### config.mk
export PLATFORM = sky130hd
export DESIGN_NAME = lens_remote_frame_decoder_top
export DESIGN_NICKNAME = d
export VERILOG_FILES = /design/src/hdl/lrfd_pkg.sv /design/src/hdl/lrfd_cell.sv /design/src/hdl/lrfd_decode.sv /design/src/hdl/lens_remote_frame_decoder_top.sv
export SDC_FILE = /design/constraint.sdc
export NUM_CORES = 1
export LEC_CHECK = 0
export BUFFER_PORTS_ARGS = -buffer_cell sky130_fd_sc_hd__buf_2
export CAP_MARGIN = 20
export CORE_ASPECT_RATIO = 1.2
export CORE_MARGIN = 3
export CORE_UTILIZATION = 40
export DETAILED_ROUTE_END_ITERATION = 12
export GPL_TIMING_DRIVEN = 0
export HOLD_SLACK_MARGIN = 0.08
export PLACE_DENSITY_LB_ADDON = 0.05
export SLEW_MARGIN = 15
export SYNTH_ARGS = -nofsm -noshare
export SYNTH_HDL_FRONTEND = slang
export SYNTH_SLANG_ARGS = --single-unit
export TNS_END_PERCENT = 1
### constraint.sdc
create_clock -name clock -period 7 [get_ports clock]
set_input_delay 1.4 -clock clock [delete_from_list [all_inputs] [get_ports clock]]
set_output_delay 1.4 -clock clock [all_outputs]
set_load 0.01 [all_outputs]
### src/hdl/lrfd_pkg.sv
// shared types, constants and hex helpers for the lens remote frame decoder
`default_nettype none

package lrfd_pkg;

   // frame buffer limit, in characters
   localparam int MAX_FRAME = 32;
   localparam int COUNT_W   = $clog2(MAX_FRAME + 1);
   // cells in the row: the head of the frame is captured in cells 0..11,
   // the tail taps used are cells 3..6
   localparam int NUM_CELLS = 12;

   localparam logic [15:0] POS_RESET = 16'd3600;

   typedef logic [7:0] char_type;

   localparam char_type CH_AT    = 8'h40;
   localparam char_type CH_NL    = 8'h0A;
   localparam char_type CH_0     = 8'h30;
   localparam char_type CH_1     = 8'h31;
   localparam char_type CH_7     = 8'h37;
   localparam char_type CH_9     = 8'h39;
   localparam char_type CH_A_UP  = 8'h41;
   localparam char_type CH_F_UP  = 8'h46;
   localparam char_type CH_A_LO  = 8'h61;
   localparam char_type CH_F_LO  = 8'h66;

   // axis mask codes carried in the fourth frame character
   localparam logic [2:0] MASK_FOCUS      = 3'd1;
   localparam logic [2:0] MASK_ZOOM       = 3'd2;
   localparam logic [2:0] MASK_FOCUS_ZOOM = 3'd3;
   localparam logic [2:0] MASK_IRIS       = 3'd4;
   localparam logic [2:0] MASK_FOCUS_IRIS = 3'd5;
   localparam logic [2:0] MASK_ZOOM_IRIS  = 3'd6;
   localparam logic [2:0] MASK_ALL        = 3'd7;

   typedef enum logic [1:0] {
      EV_CALIBRATE = 2'd0,
      EV_POSITION  = 2'd1,
      EV_OVERFLOW  = 2'd2
   } event_kind_type;

   typedef struct packed {
      event_kind_type kind;
      logic [15:0]    focus;
      logic [15:0]    zoom;
      logic [15:0]    iris;
   } rsp_item_type;

   typedef struct packed {
      logic         hit;
      rsp_item_type item;
   } decode_result_type;

   typedef struct packed {
      char_type tail;
      char_type head;
   } cell_data_type;

   // {valid, nibble}
   function automatic logic [4:0] hex_digit(input char_type c);
      logic [4:0] r;
      r = 5'd0;
      if (c >= CH_0 && c <= CH_9) begin
         r = {1'b1, c[3:0]};
      end else if ((c >= CH_A_UP && c <= CH_F_UP) || (c >= CH_A_LO && c <= CH_F_LO)) begin
         r = {1'b1, c[3:0] + 4'd9};
      end
      return r;
   endfunction

   // four characters, first is the most significant digit; bad digit gives 0
   function automatic logic [15:0] hex4(input char_type a, input char_type b,
                                        input char_type c, input char_type d);
      logic [4:0] da, db, dc, dd;
      logic [15:0] r;
      da = hex_digit(a);
      db = hex_digit(b);
      dc = hex_digit(c);
      dd = hex_digit(d);
      r  = 16'd0;
      if (da[4] && db[4] && dc[4] && dd[4]) begin
         r = {da[3:0], db[3:0], dc[3:0], dd[3:0]};
      end
      return r;
   endfunction

   // one-character group read twice
   function automatic logic [15:0] hex2(input char_type a);
      logic [4:0] da;
      logic [15:0] r;
      da = hex_digit(a);
      r  = 16'd0;
      if (da[4]) begin
         r = {8'h00, da[3:0], da[3:0]};
      end
      return r;
   endfunction

endpackage

`default_nettype wire

### src/hdl/lrfd_cell.sv
// one cell of the character row: a tail tap that shifts and a head slot that captures
`default_nettype none

module lrfd_cell
   import lrfd_pkg::*;
(
   input  logic          clock,
   input  logic          shift_en,
   input  char_type      shift_in,
   input  logic          capture,
   input  char_type      capture_data,
   output cell_data_type data_out
);

   char_type tail_ff, tail_in;
   char_type head_ff, head_in;

   always_comb begin
      tail_in = shift_en ? shift_in : tail_ff;
      head_in = capture ? capture_data : head_ff;
   end

   always_ff @(posedge clock) begin
      tail_ff <= tail_in;
      head_ff <= head_in;
   end

   assign data_out = '{tail: tail_ff, head: head_ff};

endmodule

`default_nettype wire

### src/hdl/lrfd_decode.sv
// frame decode on newline: calibrate check, axis mask and hex groups
`default_nettype none

module lrfd_decode
   import lrfd_pkg::*;
(
   input  char_type          head [NUM_CELLS],
   input  char_type          tail [NUM_CELLS],
   input  logic [COUNT_W-1:0] frame_count,
   input  logic [15:0]       focus_cur,
   input  logic [15:0]       zoom_cur,
   input  logic [15:0]       iris_cur,
   output decode_result_type result
);

   logic [COUNT_W-1:0] len;
   logic [COUNT_W-1:0] pl;
   logic               calib;
   logic               cmd;
   logic [2:0]         mask;
   logic [15:0]        head_val, mid_val, tail_val, single_val;
   logic [15:0]        focus_new, zoom_new, iris_new;

   always_comb begin
      // last character before the newline is dropped
      len  = frame_count - COUNT_W'(1);
      pl   = (len >= COUNT_W'(6)) ? len - COUNT_W'(6) : len - COUNT_W'(4);
      mask = head[3][2:0];

      calib = (len == COUNT_W'(6)) && head[0] == CH_AT && head[1] == CH_0 &&
              head[2] == CH_F_UP && head[3] == CH_F_UP && head[4] == CH_7 &&
              head[5] == CH_0;
      cmd   = (len >= COUNT_W'(4)) && head[1] == CH_1 && head[2] == CH_0 &&
              head[3] >= CH_1 && head[3] <= CH_7;

      // first payload group, up to four characters
      if (pl == COUNT_W'(0))      head_val = 16'd0;
      else if (pl == COUNT_W'(1)) head_val = hex2(head[4]);
      else if (pl == COUNT_W'(2)) head_val = hex4(head[4], head[5], head[4], head[5]);
      else if (pl == COUNT_W'(3)) head_val = hex4(head[5], head[6], head[4], head[5]);
      else                        head_val = hex4(head[6], head[7], head[4], head[5]);

      // middle group of a three-axis frame
      if (pl <= COUNT_W'(4))      mid_val = 16'd0;
      else if (pl == COUNT_W'(5)) mid_val = hex2(head[8]);
      else if (pl == COUNT_W'(6)) mid_val = hex4(head[8], head[9], head[8], head[9]);
      else if (pl == COUNT_W'(7)) mid_val = hex4(head[9], head[10], head[8], head[9]);
      else                        mid_val = hex4(head[10], head[11], head[8], head[9]);

      // last four payload characters sit in tail cells 6..3
      tail_val = (pl > COUNT_W'(4)) ? hex4(tail[4], tail[3], tail[6], tail[5]) : head_val;

      // single axis: whole payload as one group
      if (pl == COUNT_W'(0))      single_val = 16'd0;
      else if (pl == COUNT_W'(1)) single_val = hex2(head[4]);
      else                        single_val = hex4(tail[4], tail[3], head[4], head[5]);

      focus_new = focus_cur;
      zoom_new  = zoom_cur;
      iris_new  = iris_cur;
      unique case (mask)
         MASK_FOCUS:      focus_new = single_val;
         MASK_ZOOM:       zoom_new  = single_val;
         MASK_IRIS:       iris_new  = single_val;
         MASK_FOCUS_ZOOM: begin
            focus_new = head_val;
            zoom_new  = tail_val;
         end
         MASK_FOCUS_IRIS: begin
            focus_new = head_val;
            iris_new  = tail_val;
         end
         MASK_ZOOM_IRIS: begin
            zoom_new = head_val;
            iris_new = tail_val;
         end
         MASK_ALL: begin
            focus_new = head_val;
            zoom_new  = mid_val;
            iris_new  = tail_val;
         end
         default: ;
      endcase

      result.hit = 1'b0;
      result.item = '{kind: EV_CALIBRATE, focus: focus_cur, zoom: zoom_cur, iris: iris_cur};
      if (calib) begin
         result.hit = 1'b1;
      end else if (cmd) begin
         result.hit  = 1'b1;
         result.item = '{kind: EV_POSITION, focus: focus_new, zoom: zoom_new,
                         iris: iris_new};
      end
   end

endmodule

`default_nettype wire

### src/hdl/lens_remote_frame_decoder_top.sv
// top level of the lens remote frame decoder
// usage
//   req channel: one received ascii character per item in req_tdata
//   rsp channel: one event item, kind in rsp_tuser, positions in rsp_tdata
//   '@' opens (or reopens) a frame, newline closes it and triggers the decode;
//   characters outside a frame are ignored
//   each frame character is shifted into a row of cells; the first twelve frame
//   characters are also captured by position, so the decode reads fixed taps
//   throughput: one item per cycle while the skid stage is empty; the decode
//   after the cell row is combinational
//   the result of a newline (or of the overflowing character) is registered
//   as it is accepted, in the output register or, while rsp stalls, the skid stage
//   a frame longer than the buffer is dropped and an overflow event is issued
//   reset: frame state cleared, focus, zoom and iris back to 3600, no items held
//   rsp stall: an output register plus a one-item skid stage keep req_tready
//   high while one result waits; req_tready drops only when both are full
`default_nettype none

module lens_remote_frame_decoder_top
   import lrfd_pkg::*;
(
   input  logic        clock,
   input  logic        reset,
   input  logic        req_tvalid,
   output logic        req_tready,
   input  logic [7:0]  req_tdata,    // [7:0] rx_byte
   output logic        rsp_tvalid,
   input  logic        rsp_tready,
   output logic [47:0] rsp_tdata,    // [15:0] focus_out, [31:16] zoom_out, [47:32] iris_out
   output logic [1:0]  rsp_tuser     // [1:0] event_kind
);

   // frame state
   logic [COUNT_W-1:0] count_ff, count_in;
   logic               in_frame_ff, in_frame_in;
   logic [15:0]        focus_ff, focus_in;
   logic [15:0]        zoom_ff, zoom_in;
   logic [15:0]        iris_ff, iris_in;

   // output register and skid stage
   logic               out_valid_ff, out_valid_in;
   rsp_item_type       out_item_ff, out_item_in;
   logic               skid_valid_ff, skid_valid_in;
   rsp_item_type       skid_item_ff, skid_item_in;

   logic               accept;
   logic               is_at, is_nl;
   logic               write_en, overflow, closing;
   logic [COUNT_W-1:0] wr_idx;
   logic               res_valid;
   rsp_item_type       res_item;
   logic               out_free;

   cell_data_type      cell_data [NUM_CELLS];
   char_type           head_taps [NUM_CELLS];
   char_type           tail_taps [NUM_CELLS];
   decode_result_type  dec;

   char_type           rx_char;

   assign rx_char    = req_tdata;
   assign req_tready = !skid_valid_ff;
   assign accept     = req_tvalid && req_tready;
   assign is_at      = (rx_char == CH_AT);
   assign is_nl      = (rx_char == CH_NL);

   // an '@' always writes slot 0, other characters in an open frame but the newline append while room is left
   assign write_en = accept && (is_at ||
                     (in_frame_ff && !is_nl && count_ff < COUNT_W'(MAX_FRAME)));
   assign overflow = accept && !is_at && in_frame_ff && !is_nl &&
                     count_ff >= COUNT_W'(MAX_FRAME);
   assign closing  = accept && !is_at && in_frame_ff && is_nl;
   assign wr_idx   = is_at ? COUNT_W'(0) : count_ff;

   // row of cells: cell 0 takes the newest character, each passes it on
   for (genvar k = 0; k < NUM_CELLS; k++) begin : g_cell
      char_type shift_src;
      if (k == 0) begin : g_first
         assign shift_src = rx_char;
      end else begin : g_next
         assign shift_src = cell_data[k-1].tail;
      end

      lrfd_cell u_cell (
         .clock        (clock),
         .shift_en     (write_en),
         .shift_in     (shift_src),
         .capture      (write_en && wr_idx == COUNT_W'(k)),
         .capture_data (rx_char),
         .data_out     (cell_data[k])
      );

      assign head_taps[k] = cell_data[k].head;
      assign tail_taps[k] = cell_data[k].tail;
   end

   lrfd_decode u_decode (
      .head        (head_taps),
      .tail        (tail_taps),
      .frame_count (count_ff),
      .focus_cur   (focus_ff),
      .zoom_cur    (zoom_ff),
      .iris_cur    (iris_ff),
      .result      (dec)
   );

   // result of this item, if any
   always_comb begin
      res_valid = overflow || (closing && dec.hit);
      res_item  = dec.item;
      if (overflow) begin
         res_item = '{kind: EV_OVERFLOW, focus: focus_ff, zoom: zoom_ff, iris: iris_ff};
      end
   end

   // frame and position state
   always_comb begin
      count_in    = count_ff;
      in_frame_in = in_frame_ff;
      focus_in    = focus_ff;
      zoom_in     = zoom_ff;
      iris_in     = iris_ff;
      if (accept && is_at) begin
         count_in    = COUNT_W'(1);
         in_frame_in = 1'b1;
      end else if (overflow || closing) begin
         count_in    = COUNT_W'(0);
         in_frame_in = 1'b0;
      end else if (write_en) begin
         count_in = count_ff + COUNT_W'(1);
      end
      if (closing && dec.hit) begin
         focus_in = dec.item.focus;
         zoom_in  = dec.item.zoom;
         iris_in  = dec.item.iris;
      end
   end

   // output register with skid stage behind it
   assign out_free = !out_valid_ff || rsp_tready;

   always_comb begin
      out_valid_in  = out_valid_ff;
      out_item_in   = out_item_ff;
      skid_valid_in = skid_valid_ff;
      skid_item_in  = skid_item_ff;
      if (out_free) begin
         if (skid_valid_ff) begin
            // no item is taken while the skid stage is full
            out_valid_in  = 1'b1;
            out_item_in   = skid_item_ff;
            skid_valid_in = 1'b0;
         end else begin
            out_valid_in = res_valid;
            out_item_in  = res_item;
         end
      end else if (res_valid) begin
         skid_valid_in = 1'b1;
         skid_item_in  = res_item;
      end
   end

   always_ff @(posedge clock) begin
      if (reset) begin
         count_ff      <= '0;
         in_frame_ff   <= 1'b0;
         focus_ff      <= POS_RESET;
         zoom_ff       <= POS_RESET;
         iris_ff       <= POS_RESET;
         out_valid_ff  <= 1'b0;
         skid_valid_ff <= 1'b0;
      end else begin
         count_ff      <= count_in;
         in_frame_ff   <= in_frame_in;
         focus_ff      <= focus_in;
         zoom_ff       <= zoom_in;
         iris_ff       <= iris_in;
         out_valid_ff  <= out_valid_in;
         skid_valid_ff <= skid_valid_in;
      end
   end

   always_ff @(posedge clock) begin
      out_item_ff  <= out_item_in;
      skid_item_ff <= skid_item_in;
   end

   assign rsp_tvalid = out_valid_ff;
   assign rsp_tuser  = out_item_ff.kind;
   assign rsp_tdata  = {out_item_ff.iris, out_item_ff.zoom, out_item_ff.focus};

endmodule

`default_nettype wire

After elaboration in Yosys (flattened, before gate mapping)
Index checks and enable logic that the tools add are counted.

Register bits: 309. Input bits: 12. Output and inout bits: 52. Logic and storage cells: 430.

Add/subtract/negate cells: 16. Order comparisons: 80. Equality and inequality tests: 35. Muxes and demuxes: 141. Bitwise gates (word level): 1. Reduce and logical (&&, ||, !) cells: 122.

Operators by type and width (number): 5-bit two-way mux (104); 16-bit two-way mux (19); 8-bit by 7-bit >= comparator with 1-bit output, second input constant (24); 8-bit by 7-bit <= comparator with 1-bit output, second input constant (24); 50-bit two-way mux (3); 8-bit by 6-bit >= comparator with 1-bit output, second input constant (13); 8-bit by 6-bit <= comparator with 1-bit output, second input constant (13); 1-bit logical AND (93); 16-bit case mux with 2 select lines (2); 16-bit case mux with 4 select lines (1); 51-bit two-way mux (1); 4-bit adder, second input constant (12); 6-bit by 3-bit == test with 1-bit output, second input constant (8); 8-bit by 6-bit == test with 1-bit output, second input constant (5); 8-bit by 7-bit == test with 1-bit output, second input constant (4); 6-bit by 2-bit == test with 1-bit output, second input constant (4); 6-bit by 4-bit == test with 1-bit output, second input constant (4); 1-bit logical OR (16); 8-bit two-way mux (2); 3-bit == test, second input constant (4); 6-bit by 1-bit == test with 1-bit output, second input constant (2); 6-bit by 3-bit >= comparator with 1-bit output, second input constant (2); 6-bit zero test (2); 6-bit two-way mux (2); 18 further kinds (31).

Logic depth before layout (Yosys ltp)
Depth after elaboration: 24. Gate-level depth with buffers: 20. Gate-level depth less buffers: 14.

Modules after synthesis
Synthesis repeated with hierarchy kept, for this count alone.

Cells, all modules: 1547. Area, all modules: 17712.0 um^2.

By module, submodules not included: lens_remote_frame_decoder_top (times used 1, cells each 520, area each 6757.7 um^2, sequential area each 4144.0 um^2); lrfd_cell (times used 12, cells each 16, area each 480.5 um^2, sequential area each 480.5 um^2); lrfd_decode (times used 1, cells each 835, area each 5188.7 um^2, sequential area each 0.0 um^2).

Worst setup path before layout
OpenSTA, ideal clock, no wires.

Path kind: input -> register. Start: in req_tdata[2]. End: reg g_cell[4].u_cell.head_ff[0], enable pin. Setup time: 383 ps. Arrival: 6546 ps. Data required time: 6617 ps. Path slack: 70 ps. Cell stages on the path: 7. Buffers on the path: 0. Cells stage by stage: or4_1 nor2_1 nand3_1 a21oi_1 nand2_1 or4_1 nor3_1.

Word-level cells in the longest chain between the ends: 7. Elaborated cells on any way between the ends: 10. Those cells by class: eq/ne: 3; mux: 1; reduce/logical: 6.

RTL lines: from (decl) (line lens_remote_frame_decoder_top.sv:26) `input logic [7:0] req_tdata,`; 8-bit by 4-bit == test with 1-bit output (line lens_remote_frame_decoder_top.sv:65) `assign is_nl = (rx_char == CH_NL);`; 1-bit zero test (line lens_remote_frame_decoder_top.sv:69) `(in_frame_ff && !is_nl && count_ff < COUNT_W'(MAX_FRAME)));`; 1-bit logical AND (2 in series) (line lens_remote_frame_decoder_top.sv:69); 1-bit logical OR * (line lens_remote_frame_decoder_top.sv:68) `assign write_en = accept && (is_at ||`; 1-bit logical AND * (line lens_remote_frame_decoder_top.sv:68); named net g_cell[0].u_cell.shift_en (line lrfd_cell.sv:8) `input logic shift_en,`; 1-bit logical AND * (line lens_remote_frame_decoder_top.sv:88) `.capture (write_en && wr_idx == COUNT_W'(k)),`; named net g_cell[4].u_cell.capture (line lrfd_cell.sv:10) `input logic capture,`; to (signal assigned) (line lrfd_cell.sv:25) `head_ff <= head_in;`; to (decl) (line lrfd_cell.sv:16) `char_type head_ff, head_in;`.

The timed path passes the listed nets; every way through them passes the cells marked *. A chain may end at the register's enable or synchronous reset.

==> flow_summary.rst <==
.. list-table::
   :header-rows: 1

   * - Metric
     - Value
   * - Outcome
     - complete, no violations
   * - Cell row count
     - 80
   * - Die Outline Area
     - around 0.043 mm^2
   * - CP Launch Type
     - flip-flop
   * - Mean routed wirelength per cell
     - 23.89 um
   * - Maximum fanout along the worst path
     - 10
   * - Endpoints failing setup
     - 0
   * - Die X-Extent
     - ~190 um
   * - Fin Clk Skew
     - 15.76 ps
   * - Actual transition at the worst max-transition pin
     - approximately 1100 ps
   * - Clk root buf
     - sky130_fd_sc_hd__clkbuf_16
   * - Critical Path End Type
     - flip-flop
   * - Total via count after detailed routing
     - 12381
   * - Highest Clock Rate
     - approximately 150 MHz
   * - Top post-synthesis cells by count
     - sky130_fd_sc_hd__edfxtp_1, sky130_fd_sc_hd__nor2_1, sky130_fd_sc_hd__nand2_1
   * - Fraction of registers with async set or reset after synthesis
     - 0
   * - Number of I/O pins
     - 64
   * - Remaining global-route overflow
     - 0
   * - Flop and latch count out of synthesis
     - 309
   * - CP peak stage delay
     - 630 ps
   * - Initial antenna violation count
     - 0
   * - Dominant cell type by count on the critical path
     - sky130_fd_sc_hd__clkbuf_1
   * - Total half-perimeter wirelength after legalization and detailed placement
     - approximately 40000 um
   * - Global-route wire length before repair
     - ~76000 um
   * - Share of layout cells above drive strength 1
     - 0.1460
   * - Most numerous cell in the Yosys netlist
     - sky130_fd_sc_hd__edfxtp_1
   * - Number of max-cap violations
     - 0
   * - Antenna cells
     - 0
   * - Path depth of the worst reg2reg path
     - 19
   * - Share of the synthesized area in the top cell type
     - 0.4649
   * - Final critical path time including I/O delays and setup
     - 6637 ps
   * - Post-route clock period utilization
     - 0.9481
   * - # placed instances
     - 2079
   * - Total global-route track usage
     - 0.2348
   * - Die span in y
     - 227.0 um
   * - Number of flops mapped to enable cells by yosys
     - roughly 250
   * - TritonCTS sink count
     - 309
   * - Fin. Hold Viols
     - 0
   * - Hold slack
     - around 410 ps
   * - Hold Path Depth
     - 0
   * - Worst path arrival time
     - around 6900 ps
   * - H-tree Lvls
     - 2
   * - Initial DRT Pass Iterations
     - 5
   * - RR Startpoint
     - count_ff[0]
   * - Drt total wl
     - around 51000 um
   * - Critical Path RT
     - 7280 ps
   * - Sum of negative setup slack
     - 0 ps
   * - Launch point of the worst hold path
     - g_cell[0].u_cell.tail_ff[5]
   * - Clock-pin slew reported for the worst setup and hold paths after clock tree synthesis
     - ~60 ps
   * - Number of global-route vias before repair
     - ~12000
   * - Yosys warning count
     - 0
   * - Final slew viol count
     - 0
   * - Post-synthesis sequential area ratio
     - 0.5351
   * - Cell area after technology mapping
     - around 0.016 mm^2
   * - Via density per instance
     - roughly 5.8
   * - List of cells traversed by the critical path
     - clkbuf_1 -> clkbuf_1 -> inv_1 -> ha_1 -> clkbuf_1 -> inv_1 -> ha_1 -> clkbuf_1 -> nand2_1 -> nand2_1 -> a31oi_4 -> mux2_2 -> nand4_1 -> clkbuf_1 -> o22ai_1 -> and2_1 -> a211oi_1 -> o21ai_0 -> mux2_2
   * - Netlist cell types
     - 90
   * - Most frequently used flop master after synthesis
     - sky130_fd_sc_hd__edfxtp_1
   * - Effective utilization at floorplan
     - 0.4075
   * - CTS tree
     - done
   * - Worst reg2reg setup slack
     - around 360 ps
   * - Maximum vdd drop
     - approximately 0.20 mV
   * - Count of buffers inserted at the top-level ports
     - 63
   * - Buffer depth of the longest clock path
     - 3
   * - Cts bufs inserted
     - 34
   * - Post-detailed-route count of antenna-violating nets
     - 0
   * - Crit-path slowest cell
     - sky130_fd_sc_hd__a211oi_1
   * - Unrepaired setup endpoints after global routing
     - no
   * - Min-Delay Endpoint
     - g_cell[1].u_cell.tail_ff[5]
   * - Mean post-synth cell area
     - between 10 and 15 um^2
   * - Global placement routability congestion
     - 0.9799
   * - Worst Hold Class
     - flip-flop to flip-flop
   * - Signed area change from the synthesized netlist to the final layout
     - 14.28%
   * - Iteration-0 DRC count of the detailed router
     - between 900 and 1000
   * - Synthesized Nets
     - 1545
   * - Largest net degree at the start of global routing
     - 54
   * - Power density normalized to cell area
     - between 200 and 250 mW/mm^2
   * - Critical path class
     - flip-flop to flip-flop
   * - Cell type with the highest aggregate area in the netlist
     - sky130_fd_sc_hd__edfxtp_1
   * - Nets
     - between 1500 and 2000
   * - Top cells by area, synth
     - sky130_fd_sc_hd__edfxtp_1, sky130_fd_sc_hd__dfxtp_1, sky130_fd_sc_hd__ha_1
   * - End of the worst register-to-register path
     - rsp_tdata[0]
   * - Core area
     - about 0.04 mm^2
   * - Count of placed standard cells in the final layout, fillers left out
     - 2143
   * - Worst rel slew slack
     - 0.2816
   * - Number of instances in the synthesized netlist
     - 1479
   * - Static Leakage
     - roughly 6.4 nW
   * - Insertion delay of the later-clocked pin in the worst-skew pair
     - around 530 ps
   * - Post-route DRC
     - 0
-- metrics by stage --
step | setup WS (ps) | utilization | total power [mW] | area [um^2]
2_1_floorplan | 70.15 | - | 2.019 | 16280
3_3_place_gp | -2009 | 0.4321 | 2.046 | 17260
3_5_place_dp | 255.4 | 0.4356 | 2.047 | 17400
4_1_cts | 223.4 | 0.4647 | 3.886 | 18560
5_1_grt | 35.27 | 0.4657 | 3.956 | 18600
6_report | 363.5 | 0.4657 | 3.832 | 18600
-- logic make-up after synthesis --
| group | after synthesis | synth area share |
|---|---|---|
| adders and majority gates | 54 | 0.04151 |
| AOI/OAI and AO/OA | 382 | 0.1658 |
| DFF | 309 | 0.5351 |
| xor gates and xnor gates | 42 | 0.02260 |
| muxes | 82 | 0.05527 |
| buffers and inverters | 113 | 0.02706 |
| and+or+nand+nor | 497 | 0.1527 |
-- cell type report --
type                            count  area (um^2)
Clock inverter                     14        162.7
Tap cell                          533        666.9
Clock buffer                       48        997.2
Inverter                           46        172.7
Sequential cell                   309         8708
Timing Repair Buffer               69        427.9
Multi-Input combinational cell   1057         7196
Buffer                             67        267.8
Fill cell                        3749        21340
-- cells in the final DEF, fill, tap and decap left out, types with 36 or more instances in the layout --
master / instances
sky130_fd_sc_hd__buf_2: 71
sky130_fd_sc_hd__clkbuf_1: 60
sky130_fd_sc_hd__clkbuf_16: 37
sky130_fd_sc_hd__nor2_1: 132
sky130_fd_sc_hd__xnor2_1: 36
sky130_fd_sc_hd__nor3_1: 49
sky130_fd_sc_hd__mux2_2: 60
sky130_fd_sc_hd__o21ai_0: 53
sky130_fd_sc_hd__edfxtp_1: 252
sky130_fd_sc_hd__a21oi_1: 71
sky130_fd_sc_hd__dfxtp_1: 57
sky130_fd_sc_hd__ha_1: 54
sky130_fd_sc_hd__inv_1: 43
sky130_fd_sc_hd__nand2_1: 119
sky130_fd_sc_hd__a31oi_1: 42
sky130_fd_sc_hd__nand3_1: 46
-- flip-flops by register name, indices dropped and copies added (netlist names), 2 cells and up --
register / cells
focus_ff: 16
g_cell.u_cell.head_ff: 96
skid_item_ff: 50
rsp_tuser: 2
zoom_ff: 16
rsp_tdata: 48
count_ff: 6
iris_ff: 16
g_cell.u_cell.tail_ff: 56
-- power breakdown --
part	total [mW]	switching [mW]	internal (mW)
Clock	1.83	0.712	1.11
Combinational	0.0362	0.0310	0.00525
Sequential	1.97	0.000409	1.97
-- worst max-delay path, delay by kind of cell, from the launching register on --
kind	cells	cell delay, ps
AO/OA/AOI/OAI	4	1430
AND/OR/NAND/NOR	4	850
multiplexers	2	760
flip-flops	1	360
buffers and inverters	7	2340
adder cells (fa/ha/maj)	2	630
-- repair_timing --
item,4_1_cts,5_1_grt
setup buffers,0,0
hold buffers,0,0
gates resized for setup,0,5
endpoints found under the setup margin,0,6
-- routing by layer --
layer / part of all wire / routed length [um] / vias to the layer above / global-route usage
li1: - / - / 5888 / -
met3: 0.049 / 2520 / 116 / 0.03681
met2: 0.48 / 24700 / 375 / 0.3994
met5: 0 / 0 / - / 0
met4: 0.046 / 2357 / 0 / 0.09732
met1: 0.42 / 21610 / 6002 / 0.3004
-- worst max-delay path by stage --
stage | slack, ps | endpoint | start
6_report | 360 | rsp_tdata[0] | count_ff[0]
4_1_cts | 220 | rsp_tdata[31] | count_ff[0]
2_1_floorplan | 70 | g_cell[4].u_cell.head_ff[0] | req_tdata[2]
3_3_place_gp | -2010 | g_cell[4].u_cell.head_ff[1] | req_tdata[2]
5_1_grt | 40 | rsp_tdata[0] | count_ff[0]
3_5_place_dp | 260 | rsp_tdata[31] | count_ff[0]
No activity file was read; power rests on OpenSTA's default activity.
